[src/rtl/core/fnts_pkg.sv]
// Shared widths, constants and beat types of the fold-normalized trace stack.
package fnts_pkg;

  // Field widths
  localparam int SAMPLE_W = 32;
  localparam int INDEX_W  = 11;
  localparam int FOLD_W   = 9;
  localparam int TRACE_W  = 9;
  localparam int SUM_W    = 40;

  // Stream widths; the tdata widths are padded to whole bytes
  localparam int IN_TDATA_W  = 48;
  localparam int IN_TUSER_W  = 2;
  localparam int OUT_TDATA_W = 64;

  // Bit positions of the input flags in in_tuser
  localparam int TUSER_FIRST = 0;
  localparam int TUSER_LAST  = 1;

  // One store word holds the running sum above the fold
  localparam int RAM_W = SUM_W + FOLD_W;

  // Trace counter limit
  localparam int MAX_TRACES_PER_BIN = 256;

  // Saturation limits
  localparam logic [FOLD_W-1:0]   FOLD_MAX = {FOLD_W{1'b1}};
  localparam logic [SUM_W-1:0]    SUM_MAX  = {1'b0, {(SUM_W-1){1'b1}}};
  localparam logic [SUM_W-1:0]    SUM_MIN  = {1'b1, {(SUM_W-1){1'b0}}};
  localparam logic [SAMPLE_W-1:0] OUT_MAX  = {1'b0, {(SAMPLE_W-1){1'b1}}};
  localparam logic [SAMPLE_W-1:0] OUT_MIN  = {1'b1, {(SAMPLE_W-1){1'b0}}};
  // Largest quotient magnitudes that still fit the output, per sign
  localparam logic [SUM_W-1:0]    QPOS_LIM = {{(SUM_W-SAMPLE_W+1){1'b0}}, {(SAMPLE_W-1){1'b1}}};
  localparam logic [SUM_W-1:0]    QNEG_LIM = {{(SUM_W-SAMPLE_W){1'b0}}, 1'b1,
                                              {(SAMPLE_W-1){1'b0}}};

  // Divider: quotient bits resolved per pipeline stage
  localparam int DIV_BITS   = 4;
  localparam int DIV_STAGES = SUM_W / DIV_BITS;

  // Accumulated sample handed from the store to the divider
  typedef struct packed {
    logic [SUM_W-1:0]   sum;
    logic [FOLD_W-1:0]  fold;
    logic [INDEX_W-1:0] idx;
    logic [TRACE_W-1:0] traces;
  } acc_item_t;

  // One stage of the restoring divider
  typedef struct packed {
    logic               neg;
    logic [FOLD_W-1:0]  fold;
    logic [FOLD_W-1:0]  rem;
    logic [SUM_W-1:0]   dq;
    logic [INDEX_W-1:0] idx;
    logic [TRACE_W-1:0] traces;
  } div_stage_t;

endpackage

[src/rtl/core/fnts_div.sv]
// Pipelined restoring divider: stacked sum by fold, sign-magnitude, a few bits per stage.
module fnts_div (
  input  logic                 clk,
  input  logic                 rst_n,
  input  logic                 up_valid,
  output logic                 up_ready,
  input  fnts_pkg::acc_item_t  up_item,
  output logic                 dn_valid,
  input  logic                 dn_ready,
  output fnts_pkg::div_stage_t dn_stage
);
  import fnts_pkg::*;

  div_stage_t              stg_r [DIV_STAGES+1];
  logic [DIV_STAGES:0]     vld_r;
  logic [DIV_STAGES+1:0]   rdy;
  div_stage_t              stg_in;

  // Ready ripples back: a stage takes data if empty or draining
  assign rdy[DIV_STAGES+1] = dn_ready;
  assign up_ready          = rdy[0];

  // Entry: split sign and magnitude
  always_comb begin
    stg_in.neg    = up_item.sum[SUM_W-1];
    stg_in.fold   = up_item.fold;
    stg_in.rem    = '0;
    stg_in.dq     = up_item.sum[SUM_W-1] ? (~up_item.sum + 1'b1) : up_item.sum;
    stg_in.idx    = up_item.idx;
    stg_in.traces = up_item.traces;
  end

  for (genvar k = 0; k <= DIV_STAGES; k++) begin : g_stage
    div_stage_t        st_c;
    logic [FOLD_W:0]   part_c;
    logic              qbit_c;
    logic              vld_in;

    assign rdy[k] = !vld_r[k] || rdy[k+1];

    if (k == 0) begin : g_entry
      assign st_c   = stg_in;
      assign vld_in = up_valid;
      assign part_c = '0;
      assign qbit_c = 1'b0;
    end else begin : g_step
      // Resolve DIV_BITS quotient bits, shifting dividend out and quotient in
      always_comb begin
        st_c   = stg_r[k-1];
        part_c = '0;
        qbit_c = 1'b0;
        for (int b = 0; b < DIV_BITS; b++) begin
          part_c = {st_c.rem, st_c.dq[SUM_W-1]};
          qbit_c = (part_c >= {1'b0, st_c.fold});
          if (qbit_c) begin
            st_c.rem = FOLD_W'(part_c - {1'b0, st_c.fold});
          end else begin
            st_c.rem = part_c[FOLD_W-1:0];
          end
          st_c.dq = {st_c.dq[SUM_W-2:0], qbit_c};
        end
      end
      assign vld_in = vld_r[k-1];
    end

    always_ff @(posedge clk) begin
      if (!rst_n) begin
        vld_r[k] <= 1'b0;
      end else if (rdy[k]) begin
        vld_r[k] <= vld_in;
      end
    end

    always_ff @(posedge clk) begin
      if (rdy[k]) begin
        stg_r[k] <= st_c;
      end
    end
  end

  assign dn_valid = vld_r[DIV_STAGES];
  assign dn_stage = stg_r[DIV_STAGES];

  a_rem_bound: assert property (@(posedge clk) disable iff (!rst_n)
    dn_valid && dn_stage.fold != '0 |-> dn_stage.rem < dn_stage.fold)
    else $error("divider remainder not below the fold");

endmodule

[config.mk]
export PLATFORM = sky130hd
export DESIGN_NAME = fnts_div
export DESIGN_NICKNAME = d
export VERILOG_FILES = /design/src/rtl/core/fnts_pkg.sv /design/src/rtl/core/fnts_div.sv
export SDC_FILE = /design/constraint.sdc
export NUM_CORES = 2
export LEC_CHECK = 0
export BUFFER_PORTS_ARGS = -buffer_cell sky130_fd_sc_hd__buf_4
export CAP_MARGIN = 25
export CORE_AREA = 2 2 290 292
export CTS_BUF_LIST = sky130_fd_sc_hd__clkbuf_2
export CTS_CLUSTER_DIAMETER = 80
export DETAILED_ROUTE_END_ITERATION = 8
export DIE_AREA = 0 0 292 294
export PLACE_DENSITY = 0.81
export REMOVE_ABC_BUFFERS = 1
export SETUP_SLACK_MARGIN = 0.5
export SKIP_CTS_REPAIR_TIMING = 1
export SLEW_MARGIN = 20
export SYNTH_ARGS = -nofsm -noshare
export SYNTH_HDL_FRONTEND = slang
export SYNTH_SLANG_ARGS = --single-unit
[constraint.sdc]
create_clock -name clk -period 10 [get_ports clk]
set_input_delay 1.5 -clock clk [delete_from_list [all_inputs] [get_ports clk]]
set_output_delay 1.5 -clock clk [all_outputs]
set_load 0.02 [all_outputs]
* After elaboration in Yosys (flattened, before gate mapping)
Memories as Yosys holds them, arrays and structs flattened.
Cells that the tools add are included.
Widths: inputs -> output; s select.
** Operators by class
- Add/subtract/negate cells :: 41
- Reductions and logical operators :: 22
- Bitwise logic cells :: 1
- Magnitude comparators :: 40
- Multiplexer cells :: 63
** Operators with widths (number)
- $ge 10x9->1 :: 40
- $mux 9 :: 40
- $sub 9x9->9 :: 40
- $add 40x1->40 const B :: 1
- $mux 40 :: 1
- $not 40->40 :: 1
- $mux 1 :: 22
- $logic_not 1->1 :: 11
- $logic_or 1x1->1 :: 11
** Storage, ports and cells
- Input port bits :: 73
- Output and inout bits :: 81
- Bits in writable memories :: 869
- Bits in registers :: 11
- Memories :: 1
** Memory list
- stg_r :: depth 11, bits a word 79, read ports 11, clocked after Yosys merged registers in 0, wr ports 11, line fnts_div.sv:14 : div_stage_t stg_r [DIV_STAGES+1];

* Depth between registers and ports, before layout
- Depth after elaboration :: 14
- Mapped depth :: 44
- Gate-level depth less buffers :: 41

* Worst setup path after synthesis
Ideal clock, no wire load.
- Path type :: register to register
- From :: memory stg_r[3][70] (netlist bit)
- To :: memory stg_r[4][67] (netlist bit) (data pin)
- Path slack :: 0.807 ns
- Path buffers :: 1
- Arrival time :: 8.932 ns
- Cell stages (with the launch flop) :: 36
- Cell sequence :: edfxtp_1 inv_1 fa_1 a211oi_1 o21ai_0 a31o_2 a21oi_2 mux2_2 ha_1 nor2b_1 o21ai_0 a31oi_1 o21a_1 nor3_1 mux2_2 inv_1 ha_1 nor2b_1 o21ai_0 nand2b_1 nor2b_1 o41a_1 a2111oi_2 clkinv_1 mux2i_1 ha_1 a21o_1 a21o_1 a21oi_1 o21ai_0 a21oi_1 or3b_2 clkbuf_1 nand2_1 inv_1 a221o_1
** RTL lines (line)
- from (decl) :: fnts_div.sv:14

==> impl_metrics.tcl <==
set metrics [dict create \
    fin_crit_sh_pct 89.9 \
    synth_flop_cell "edfxtp_1" \
    fill_cells 6452 \
    clock-sinks 871 \
    overflow 0 \
    path_class "flip-flop to flip-flop" \
    max_freq_ghz 0.111 \
    synth.avg_cell_area_um2 13.1 \
    grt_usage_pct 21.7 \
    hold_class "primary input to flip-flop" \
    wl_met3_um 5860 \
    first_global_vias 28400 \
    fp.coreArea_um2 82900 \
    min_period_ns 8.99 \
    synth-seq-cells 871 \
    maxSlewHeadroom_pct 29.6 \
    ios 154 \
    initialDrtViolationCount 1800 \
    htreeDepth 4 \
    worstSkewPairLatency_ns 1.50 \
    syn_inst 3450 \
    path_max_fanout 10 \
    root_buffer "clkbuf_2" \
    vias_per_cell 5.58 \
    cap_violations 0 \
    final_common_cell "edfxtp_1" \
    skew_ns 0.135 \
    async_reset_ff_share_pct 0 \
    top_layer_used "met5" \
    min_from "up_item[27]" \
    rsz0062_at_grt "no" \
    die_h_um 294 \
    crit_arrival_ns 10.15 \
    ctsLongestPathBuffers 3 \
    critPathCaptureType "flip-flop" \
    drc 0 \
    synth.distinct_cells 74 \
    start_util_pct 54.5 \
    drive_gt1_share_pct 20.5 \
    hold_depth 1 \
    status "complete, no violations" \
    reg2reg_to "stg_r[8][67]$_DFFE_PP_" \
    die_w_um 292 \
    place_congestion 0.940 \
    wl_met2_um 43900 \
    wirelength_um 93700 \
    synth-seq-area-share_pct 57.6 \
    synth.area.top_cells "edfxtp_1, ha_1, mux2_2, xnor2_1, a21oi_1" \
    yosys_warnings 0 \
    die-area_um2 85800 \
    slew_viol_final 0 \
    rows 106 \
    start_kind "flip-flop" \
    routedWlPerCell_um 18.3 \
    hold_end "stg_r[0][76]$_DFFE_PP_" \
    critPathSlowestCell "or4_4" \
    port_buffers 153 \
    worst_slew_pin_slew_ns 1.05 \
    setup_viol_count_final 0 \
    firstDrtPassIters 5 \
    grt_pass1_wl_um 147000 \
    antenna_found_initial 6 \
    grt_max_degree 64 \
    synth_edf_count 860 \
    syn-cell-area_um2 45200 \
    tns_ns 0 \
    place_hpwl_um 67600 \
    wl_met1_um 41500 \
    finalHoldViolCount 0 \
    required_ns 11.16 \
    ff2ff_path_depth 34 \
    final_cell_mix "edfxtp_1, ha_1, clkbuf_2" \
    critPathMaxStageDelay_ns 0.62 \
    cts_tree "built" \
    reg2reg_slack_ns 1.01 \
    vias 28600 \
    r2r-start "stg_r[7][70]$_DFFE_PP_" \
    path_common_cell "o21ai_0" \
    layout.nets 4338 \
    synth_top_cell_area_share_pct 57.1 \
    synth_top_cell_by_area "edfxtp_1" \
    syn2layout_area_growth_pct 11.5 \
    numCtsBuffers 211 \
    drtAntennaViolNets 0 \
    clkTransAtPathRegs_ns 0.11 \
]
## worst max-delay path: cells and delay by family (launching register included)
| family | cells | cell delay (ns) |
|---|---|---|
| compound gates | 15 | 3.24 |
| fa+ha+maj | 4 | 1.41 |
| buf+inv | 6 | 1.18 |
| flops | 1 | 0.49 |
| mux | 3 | 0.99 |
| simple gates | 6 | 1.31 |
## state kept, by name (all words and copies together), names as in the netlist
signal and count:
stg_r 860, g_stage.vld_in 10, dn_valid 1
## synthesized netlist by cell type, types with 6 or more instances
master,number
a31oi_1,21
and2_1,10
or2_2,16
a211o_1,7
inv_1,249
mux2i_1,44
clkbuf_1,25
o21bai_1,25
o31ai_1,44
fa_1,39
edfxtp_1,860
nand4_1,60
a21oi_1,193
nand2_1,173
nor4_1,9
o21ai_0,170
o41ai_1,14
o311a_1,6
a211oi_1,24
nor2b_1,73
a21o_1,92
xor2_1,89
nor3_1,49
o211ai_1,17
or3_1,14
nand2b_1,38
nand3_1,25
dfxtp_1,11
xnor2_1,177
o31a_1,9
ha_1,354
o21a_1,35
and3_1,17
or4_1,9
a21boi_0,18
a221o_1,6
mux2_2,173
nor2_1,174
## layer usage
metal | track usage [%] | up-vias
met3 | 4.41 | 181
li1 | - | 14000
met2 | 35.4 | 846
met1 | 28.8 | 13600
met5 | 0 | -
met4 | 8.50 | 2
## worst max path at each step
| stage | start | endpoint | slack [ns] | cells after the start |
|---|---|---|---|---|
| after CTS | stg_r[1][59]$_DFFE_PP_ | stg_r[2][67]$_DFFE_PP_ | 0.42 | 36 |
| after floorplan | stg_r[1][70]$_DFFE_PP_ | stg_r[2][61]$_DFFE_PP_ | -0.08 | 32 |
| final | stg_r[7][70]$_DFFE_PP_ | stg_r[8][67]$_DFFE_PP_ | 1.01 | 34 |
| after global routing | stg_r[7][70]$_DFFE_PP_ | stg_r[8][67]$_DFFE_PP_ | 0.48 | 35 |
| after global placement | stg_r[3][70]$_DFFE_PP_ | stg_r[4][62]$_DFFE_PP_ | 0.55 | 36 |
| after detailed placement | stg_r[1][70]$_DFFE_PP_ | stg_r[2][65]$_DFFE_PP_ | 0.54 | 34 |
## through the flow
step	area, um^2	setup WS, ns	instances	hold WS (ns)	util, %
after floorplan	45100	-0.0779	3420	0.400	-
after global placement	48100	0.546	4717	0.400	58.0
after detailed placement	48100	0.538	4717	0.405	58.0
after CTS	50000	0.416	5093	0.0000181	60.4
after global routing	50400	0.480	5121	-0.0367	60.8
final	50400	1.01	5121	0.140	60.8
## kinds of logic (layout without fill, tap and decap cells)
kind of cell             after synthesis  after routing  synth area share, %
other                                  0              6                    0
XOR/XNOR                             266            266                 5.16
AO/OA/AOI/OAI                        727            727                 10.4
adder cells (fa/ha/maj)              393            393                 11.5
AND/OR/NAND/NOR                      691            691                 7.61
multiplexers                         217            217                 5.29
flip-flops                           871            871                 57.6
buffers and inverters                285            870                 2.37
## area by class of cell
cell class	count	area [um^2]	share of cell area [%]
timing repair inverter	1	7.51	0.0149
antenna	6	15.0	0.0298
clock buffer	303	1520	3.01
tap	1080	1350	2.68
timing repair buffer	238	1780	3.54
sequential	871	26000	51.7
inverter	255	981	1.95
multi-input combinational	2294	18300	36.2
clock inverter	73	417	0.827
Power is left out: the tool's default activity adds up to more than one toggle a clock period on the data nets, which glitch-free logic cannot reach.
